[config.mk]
export PLATFORM = sky130hd
export DESIGN_NAME = vcvl_ctrl
export DESIGN_NICKNAME = d
export VERILOG_FILES = /design/src/rtl/vcvl_pkg.sv /design/src/rtl/vcvl_ctrl.sv
export SDC_FILE = /design/constraint.sdc
export NUM_CORES = 1
export LEC_CHECK = 0
export BUFFER_PORTS_ARGS = -buffer_cell sky130_fd_sc_hd__buf_4
export CORE_ASPECT_RATIO = 1.1
export CORE_MARGIN = 4
export CORE_UTILIZATION = 25
export CTS_BUF_LIST = sky130_fd_sc_hd__clkbuf_4
export CTS_CLUSTER_DIAMETER = 50
export DETAILED_ROUTE_END_ITERATION = 10
export PLACE_DENSITY = 0.52
export SLEW_MARGIN = 40
export SYNTH_ARGS = -nofsm -noshare
export SYNTH_HDL_FRONTEND = slang
export SYNTH_SLANG_ARGS = --single-unit
export TNS_END_PERCENT = 5
[constraint.sdc]
create_clock -name aclk -period 1.63 [get_ports aclk]
set_input_delay 0.326 -clock aclk [delete_from_list [all_inputs] [get_ports aclk]]
set_output_delay 0.326 -clock aclk [all_outputs]
set_load 0.005 [all_outputs]
[src/rtl/vcvl_pkg.sv]
`default_nettype none
package vcvl_pkg;

    // Default sizing of the voxel stores and of the coordinate format.
    localparam int VCVL_MAX_VOXELS = 262144;
    localparam int VCVL_FRAC_BITS  = 4;

    // Field widths.
    localparam int CMD_W   = 3;
    localparam int IDX_W   = 18;
    localparam int WORD_W  = 16;
    localparam int COUNT_W = 15;
    localparam int EXT_W   = 7;
    localparam int LIN_W   = 19;
    localparam int IN_W    = 104;
    localparam int OUT_W   = 32;

    localparam logic [EXT_W-1:0]   EXT_MAX   = 7'd64;
    localparam logic [COUNT_W-1:0] COUNT_MAX = 15'd32767;

    // Register indexes of the configuration port.
    localparam logic [1:0] REG_SIZE_X = 2'd0;
    localparam logic [1:0] REG_SIZE_Y = 2'd1;
    localparam logic [1:0] REG_SIZE_Z = 2'd2;

    typedef enum logic [2:0] {
        CMD_START = 3'd0,
        CMD_ROI   = 3'd1,
        CMD_POINT = 3'd2,
        CMD_END   = 3'd3,
        CMD_READ  = 3'd4
    } cmd_code_t;

    typedef enum logic [3:0] {
        S_INIT,
        S_IDLE,
        S_CLEAR,
        S_SWEEP,
        S_DRAIN,
        S_PT1,
        S_PT2,
        S_PT3,
        S_PT4,
        S_PT5,
        S_ROI,
        S_READ,
        S_DONE
    } state_t;

    // Commands from the controller to the datapath.
    typedef struct packed {
        logic load;
        logic clr_wr;
        logic sw_rd;
        logic cnt_inc;
        logic pt_s1;
        logic pt_s2;
        logic pt_s3;
        logic pt_rd;
        logic pt_wr;
        logic roi_wr;
        logic rd_rd;
        logic res_ld;
    } ctrl_cmd_t;

    // Status from the datapath to the controller.
    typedef struct packed {
        logic cnt_last;
        logic out_busy;
    } dp_stat_t;

    // Extents above the volume limit are saturated.
    function automatic logic [EXT_W-1:0] vcvl_extent(input logic [EXT_W-1:0] s);
        return (s > EXT_MAX) ? EXT_MAX : s;
    endfunction

endpackage
`default_nettype wire

[src/rtl/vcvl_ctrl.sv]
`default_nettype none
module vcvl_ctrl
    import vcvl_pkg::*;
(
    input  wire logic             aclk,
    input  wire logic             aresetn,
    input  wire logic             s_tvalid,
    input  wire logic [CMD_W-1:0] s_tuser,
    output logic                  s_tready,
    input  wire dp_stat_t         stat,
    output ctrl_cmd_t             cmd
);

    state_t state_reg, state_next;

    // State register.
    always_ff @(posedge aclk) begin
        if (!aresetn) begin
            state_reg <= S_INIT;
        end else begin
            state_reg <= state_next;
        end
    end

    // Next-state logic.
    always_comb begin
        state_next = state_reg;
        case (state_reg)
            S_INIT: begin
                if (stat.cnt_last) state_next = S_IDLE;
            end
            S_IDLE: begin
                if (s_tvalid) begin
                    case (cmd_code_t'(s_tuser))
                        CMD_START: state_next = S_CLEAR;
                        CMD_ROI:   state_next = S_ROI;
                        CMD_POINT: state_next = S_PT1;
                        CMD_END:   state_next = S_SWEEP;
                        CMD_READ:  state_next = S_READ;
                        default:   state_next = S_DONE;
                    endcase
                end
            end
            S_CLEAR: begin
                if (stat.cnt_last) state_next = S_DONE;
            end
            S_SWEEP: begin
                if (stat.cnt_last) state_next = S_DRAIN;
            end
            S_DRAIN: state_next = S_DONE;
            S_PT1:   state_next = S_PT2;
            S_PT2:   state_next = S_PT3;
            S_PT3:   state_next = S_PT4;
            S_PT4:   state_next = S_PT5;
            S_PT5:   state_next = S_DONE;
            S_ROI:   state_next = S_DONE;
            S_READ:  state_next = S_DONE;
            S_DONE: begin
                if (!stat.out_busy) state_next = S_IDLE;
            end
            default: state_next = S_INIT;
        endcase
    end

    // Output logic.
    always_comb begin
        cmd      = '0;
        s_tready = 1'b0;
        case (state_reg)
            S_INIT: begin
                cmd.clr_wr  = 1'b1;
                cmd.cnt_inc = 1'b1;
            end
            S_IDLE: begin
                s_tready = 1'b1;
                cmd.load = s_tvalid;
            end
            S_CLEAR: begin
                cmd.clr_wr  = 1'b1;
                cmd.cnt_inc = 1'b1;
            end
            S_SWEEP: begin
                cmd.sw_rd   = 1'b1;
                cmd.cnt_inc = 1'b1;
            end
            S_PT1:  cmd.pt_s1  = 1'b1;
            S_PT2:  cmd.pt_s2  = 1'b1;
            S_PT3:  cmd.pt_s3  = 1'b1;
            S_PT4:  cmd.pt_rd  = 1'b1;
            S_PT5:  cmd.pt_wr  = 1'b1;
            S_ROI:  cmd.roi_wr = 1'b1;
            S_READ: cmd.rd_rd  = 1'b1;
            S_DONE: cmd.res_ld = !stat.out_busy;
            default: cmd = '0;
        endcase
    end

endmodule
`default_nettype wire

# ---- Word-level counts from Yosys, hierarchy flattened
# Index checks and enable logic that the tools add are counted.
dict set report op_classes {
  n_reduce_logical 7
  n_mux 20
  eq_ne 21
}
# op n
set op_table {}
lappend op_table {{4-bit one-hot mux with 10 select lines} 1}
lappend op_table {{4-bit == test (second input constant)} 5}
lappend op_table {{4-bit 2-to-1 mux} 5}
lappend op_table {{4-bit one-hot mux with 5 select lines} 1}
lappend op_table {{4-bit by 3-bit == test with 1-bit output (second input constant)} 4}
lappend op_table {{1-bit 2-to-1 mux} 13}
lappend op_table {{2-bit != test (second input constant)} 5}
lappend op_table {{4-bit by 2-bit == test with 1-bit output (second input constant)} 2}
lappend op_table {{3-bit by 2-bit == test with 1-bit output (second input constant)} 2}
lappend op_table {{5-bit AND reduction} 1}
lappend op_table {{4-bit by 1-bit == test with 1-bit output (second input constant)} 1}
lappend op_table {{4-bit logical NOT} 1}
lappend op_table {{4-bit OR reduction} 1}
lappend op_table {{3-bit by 1-bit == test with 1-bit output (second input constant)} 1}
lappend op_table {{3-bit == test (second input constant)} 1}
lappend op_table {{3-bit logical NOT} 1}
lappend op_table {{3-bit OR reduction} 1}
lappend op_table {{2-bit OR reduction} 1}
lappend op_table {{1-bit logical NOT} 1}
dict set report word_totals {
  elab_cells 49
  register_bits 4
  in_bits 8
}

# ---- Logic depth before layout (Yosys ltp)
# Gate-level depths: netlist of run 1.
dict set report depth {
  word_depth 4
  depth_mapped 6
  depth_no_buf 4
}

# ---- Worst setup path before layout of run 1
# OpenSTA, ideal clock, no wires.
dict set report synth_path {
  path_type {flip-flop to output port}
  from {reg state_reg[2]}
  to {out cmd[11] (netlist bit)}
  required_ns 1.304
  t_arrival_ns 1.031
  n_path_buf 1
  path_slack_ns 0.273
  path_stages_with_launch 5
  path_cell_list {dfxtp_1 > buf_2 > nand2b_1 > nor3_1 > and2_1}
}
# element line_no
set synth_rtl {}
lappend synth_rtl {{start, declared} vcvl_ctrl.sv:14} ;# state_t state_reg, state_next;
lappend synth_rtl {{start signal, assigned} vcvl_ctrl.sv:21} ;# state_reg <= state_next;
lappend synth_rtl {{end, declared} vcvl_ctrl.sv:11} ;# output ctrl_cmd_t cmd

==> results of run 1 <==
==> kinds of logic (layout without fill, tap and decap cells) <==
logic type,Yosys count,after routing,share of synthesized area (%)
AO/OA/AOI/OAI,16,16,30.6
buffers and inverters,7,31,6.86
AND/OR/NAND/NOR,34,34,39.7
multiplexers,2,2,4.57
flip-flops,4,4,18.3
==> report_power, final <==
group	internal, mW	leakage (nW)	switching, mW	total (mW)
sequential	0.138	0.0340	0.0725	0.211
combinational	0.344	0.259	0.299	0.642
clock	0.0820	0.0138	0.0350	0.117
==> cells in the final DEF (no fill, tap or decap), types with 2 or more instances in the layout <==
master,n
nor3b_1,2
buf_4,26
mux2i_1,2
inv_1,2
dfxtp_2,3
nor2b_1,3
nand2_1,5
clkbuf_4,3
nor2_1,9
a21oi_1,3
nor3_1,5
nand2b_1,4
o21ai_0,2
o311a_1,2
==> per-stage QoR <==
stage,cell area [um2],hold slack [ns],power [mW],util [%]
2_1_floorplan,438,0.457,0.569,-
3_3_place_gp,632,0.591,0.840,39.1
3_5_place_dp,632,0.594,0.833,39.1
4_1_cts,656,0.340,0.963,40.6
5_1_grt,671,0.361,1.07,41.6
6_report,671,0.350,0.970,41.6
==> layer usage <==
metal  track usage (%)  up-vias  share of wire (%)
met4              5.38        0                  0
met5                 0        -                  0
met3              1.04        0                8.1
li1                  -      272                  -
met1              13.8      224                 43
met2              18.1       16                 49
==> final timing paths <==
kind                  endpoint  slack [ns]  depth (start not counted)
setup reg to reg  state_reg[0]        0.34                          4
hold reg to reg   state_reg[2]        0.57                          1
setup / recovery       cmd[10]        0.09                          4
hold / removal    state_reg[0]        0.35                          2
==> area by class of cell <==
type                       count  area share, %
tap                           17           3.17
sequential                     4           12.5
clock buffer                   3           3.36
timing repair buffer          26           29.1
multi-input combinational     52           50.7
inverter                       2           1.12
==> critical path, delay by kind of cell (launching register included) <==
kind                   cells  cell delay, ns
AND/OR/NAND/NOR            1            0.18
flip-flops                 1            0.34
buffers and inverters      3            0.46
==> timing repair <==
| item | 4_1_cts | 5_1_grt |
|---|---|---|
| setup endpoints to repair | 1 | 6 |
| pin swaps | 0 | 0 |
| resized for setup | 1 | 4 |
==> results_dict.tcl, run 1 <==
set metrics [dict create \
    syn_area_um2 438 \
    path_class "flip-flop to primary output" \
    h-tree-depth 1 \
    setup_viol 0 \
    path_common_cell "buf_4" \
    synthArstFlopShare_pct 0 \
    avgSynthCellArea_um2 6.95 \
    largest_reg_flops 4 \
    die_w_um 47.9 \
    routed_via_density 4.92 \
    fmax_ghz 0.651 \
    drt_iter0_drc 4 \
    worstPathArrival_ns 1.21 \
    synthTopCellsByArea "dfxtp_1, nor2_1, nand2b_1, nor3_1, a2111oi_4" \
    grt_max_degree 15 \
    rows 15 \
    clock-sinks 4 \
    routed_wl_mm 1.26 \
    track_usage_pct 11.0 \
    final_cells 104 \
    cp-startpoint "state_reg[2]" \
    cts_buffers 3 \
    rsz0062_at_grt "no" \
    synth_top_area_share_pct 18.3 \
    dp.cells 101 \
    syn-num-nets 71 \
    hpwl_mm 1.03 \
    p_leak_nw 0.307 \
    layout-drive-gt1-share_pct 40.2 \
    ant_nets 0 \
    core_um2 1610 \
    hold_buffers 0 \
    path_clk_slew_ns 0.04 \
    fill_cells 171 \
    relSlewSlack_pct 79.7 \
    drc_errors 0 \
    hold_path.class "primary input to flip-flop" \
    cts_tree "built" \
    fin_crit_ns 1.54 \
    cp_max_fo 14 \
    grt_pass1_wl_mm 1.97 \
    yosysMostFrequentCell "nor2_1" \
    wire_per_inst_um 12.1 \
    worst_pin_slew_ns 0.304 \
    worstHoldStart "aresetn" \
    crit_path_end_kind "primary output" \
    first_global_vias 466 \
    cts_buffer_depth 2 \
    r2r_start "state_reg[3]" \
    powerDensity_nw_per_um2 1450 \
    cts_setup_buffers 0 \
    first_pass_iters 4 \
    syn_inst 63 \
    initial_core_util_pct 27.1 \
    antenna_cells 0 \
    finalCritPeriodShare_pct 94.2 \
    ys_ff_latch 4 \
    synth.cells.most_frequent "nor2_1, nor3_1, nand2_1, nand2b_1, dfxtp_1" \
    worst_slack_ns 0.0944 \
    cts-root-buf "clkbuf_4" \
    clk_latency_ns 0.23 \
    status "complete, no violations" \
    crit_slowest_cell "dfxtp_2" \
    die_h_um 51.9 \
    maxSlewViolCount 0 \
    fin_tns_setup_ns 0 \
    worstPathCellList "buf_4 > buf_4 > nor3_1 > buf_4" \
    vdd_drop_max_uv 593 \
    worst_ep_required_time_ns 1.30 \
    nNetsFinal 97 \
    maxCapViolCount 0 \
    synth_top_area_cell "dfxtp_1" \
    critPathMaxStageDelay_ns 0.34 \
    setup.worst_path.start_class "flip-flop" \
    synth_ff_type "dfxtp_1" \
    vias 512 \
    synth.distinct_cells 27 \
    pre_cts_slack_ns 0.240 \
    port_buffers 20 \
    seq_area_frac_synth_pct 18.3 \
    syn2layout_area_growth_pct 53.1 \
    antenna_found_initial 0 \
    gp_congestion 0.707 \
    final-seq-area_um2 83.8 \
    hold_violations 0 \
    grt-ovfl-total 0 \
    io_pins 21 \
    synth_edf_count 0 \
    dieArea_um2 2490 \
    clock_skew_ns 0.000915 \
    multi_input_area_um2 340 \
    yosys_warnings 0 \
]
No activity file was read; power rests on OpenSTA's default activity.
==> inputs of run 2 (changes only) <==
- CELL_PAD_IN_SITES_DETAIL_PLACEMENT: not set -> 2
- CELL_PAD_IN_SITES_GLOBAL_PLACEMENT: not set -> 2
- CORE_UTILIZATION: 25 -> 23
- PLACE_DENSITY: 0.52 -> 0.81
- RECOVER_POWER: not set -> 25
==> run 2 against run 1 <==
  * Routed wire length up 26%
  * Via count up 4.1%
  * Worst setup slack better by 0.017 ns
  * Combinational power about the same
  * Clock power about the same
  * Flip-flop and latch count unchanged
  * Die area up 7.3%
  * Critical path depth up 1
  * Core utilization down 4.7 points
  * Hold slack better by 0.0060 ns
  * Critical path type unchanged
  * Critical endpoint is now cmd[4]
==> results_dict.tcl, run 2 (synthesized netlist as in run 1, its figures left out) <==
set metrics [dict create \
    routed_via_density 5.13 \
    cts-root-buf "clkbuf_4" \
    seqPwrFrac_pct 21.9 \
    maxSlewViolCount 0 \
    holdPathEnd "state_reg[0]" \
    critPathMaxStageDelay_ns 0.31 \
    first_global_vias 541 \
    worstPathCellList "buf_4 > inv_1 > nand2_1 > nor3_1 > buf_4" \
    fin_tns_setup_ns 0 \
    worst_ep_required_time_ns 1.30 \
    cts_buffers 3 \
    cts_buffer_depth 2 \
    gp_congestion 0.713 \
    worstHoldStart "aresetn" \
    rsz0062_at_grt "yes" \
    rrSetupSlack_ns 0.26 \
    dieArea_um2 2670 \
    finalCritPeriodShare_pct 93.1 \
    relSlewSlack_pct 79.9 \
    hold_ws_ns 0.356 \
    vdd_drop_max_uv 482 \
    io_pins 21 \
    whs_path_depth 2 \
    final_common_cell "buf_4" \
    swShare_pct 43.3 \
    cp_max_fo 15 \
    hold_buffers 0 \
    status "complete, no violations" \
    initial_core_util_pct 24.3 \
    ant_nets 0 \
    cts_setup_buffers 0 \
    core_um2 1800 \
    worst_pin_slew_ns 0.293 \
    setup.worst_path.start_class "flip-flop" \
    clock_skew_ns 0.00476 \
    die_h_um 53.8 \
    h-tree-depth 1 \
    worstPathArrival_ns 1.19 \
    hold_path.class "primary input to flip-flop" \
    share_comb_of_total_power_pct 65.9 \
    path_class "flip-flop to primary output" \
    drt_iter0_drc 7 \
    grt_pass1_wl_mm 2.62 \
    port_buffers 20 \
    final-seq-area_um2 82.6 \
    maxCapViolCount 0 \
    path_common_cell "buf_4" \
    clock-sinks 4 \
    clk_latency_ns 0.23 \
    fin_crit_ns 1.52 \
    grt-ovfl-total 0 \
    grt_max_degree 16 \
    fill_cells 226 \
    p_int_mw 0.554 \
    first_pass_iters 4 \
    cp-startpoint "state_reg[1]" \
    antenna_found_initial 0 \
    largest_reg_flops 4 \
    path_clk_slew_ns 0.04 \
    p_leak_nw 0.301 \
    syn2layout_area_growth_pct 51.7 \
    vias 533 \
    worstRegToRegCells 4 \
    die_w_um 49.6 \
    rows 16 \
    reg2reg_to "state_reg[2]" \
    p_clk_share_pct 12.1 \
    cts_tree "built" \
    antenna_cells 0 \
    wire_per_inst_um 15.3 \
    hold_violations 0 \
    nNetsFinal 96 \
    powerDensity_nw_per_um2 1470 \
    r2r_start "state_reg[0]" \
    routed_wl_mm 1.59 \
    crit_path_end_kind "primary output" \
    mostFrequentLayoutCells "buf_4, nor2_1, nand2_1, nand2b_1, nor3_1" \
    layout-drive-gt1-share_pct 38.4 \
    track_usage_pct 12.7 \
    multi_input_area_um2 338 \
    setup_viol 0 \
    fmax_ghz 0.659 \
    hpwl_mm 1.30 \
    switchingPower_mw 0.422 \
    crit_slowest_cell "dfxtp_1" \
    drc_errors 0 \
]
run 2: cell types whose count changed in the layout (fill, tap and decap cells not counted):
| cell | change |
|---|---|
| buf_6 | +1 |
| nand2b_4 | -1 |
| buf_4 | -2 |
| nor3_2 | +1 |
| dfxtp_1 | +1 |
| dfxtp_2 | -1 |
| nand2b_1 | +1 |
| nor3_1 | -1 |
run 2: what timing repair did:
action / CTS / global route
setup endpoints to repair: 4 / 4
resized for setup: 2 / 3
hold endpoints to repair: 0 / 0
pin swaps: 0 / 0
run 2: metal layers:
layer / up-vias / part of all wire [%] / track usage [%]
met4: 0 / 0 / 5.53
met3: 0 / 4.3 / 1.11
li1: 272 / - / -
met1: 245 / 46 / 15.2
met2: 16 / 50 / 23.3
met5: - / 0 / 0
run 2: critical path, delay by kind of cell, from the launching register on:
kind	cells	cell delay (ns)
buf+inv	3	0.41
flops	1	0.31
simple gates	2	0.25
run 2: power by group through the flow:
stage | clock network [mW] | registers, mW | logic (mW)
final | 0.118 | 0.214 | 0.644
after global placement | 0 | 0.201 | 0.622
after floorplan | 0 | 0.169 | 0.401
after detailed placement | 0 | 0.207 | 0.643
after CTS | 0.128 | 0.212 | 0.645
after global routing | 0.130 | 0.228 | 0.707
run 2: final cells by class:
cell class	count	share of cell area, %
well taps	18	3.39
clock buffers	3	3.39
flip-flops and latches	4	12.4
multi-input cells	52	50.8
repair buffers	25	28.8
inverters	2	1.13
run 2: worst max path at each step:
stage	end	slack, ns
5_1_grt	cmd[2]	-0.01
6_report	cmd[4]	0.11
3_3_place_gp	state_reg[2]	0.19
3_5_place_dp	state_reg[2]	0.11
4_1_cts	cmd[11]	0.03
2_1_floorplan	cmd[11]	0.27
run 2: metrics by stage:
stage	setup slack, ns	area, um2	cells	power [mW]	utilization, %
5_1_grt	-0.0121	664	104	1.07	36.9
6_report	0.112	664	104	0.976	36.9
4_1_cts	0.0254	651	104	0.985	36.1
2_1_floorplan	0.273	438	63	0.569	-
3_3_place_gp	0.192	626	101	0.822	34.7
3_5_place_dp	0.114	626	101	0.850	34.7
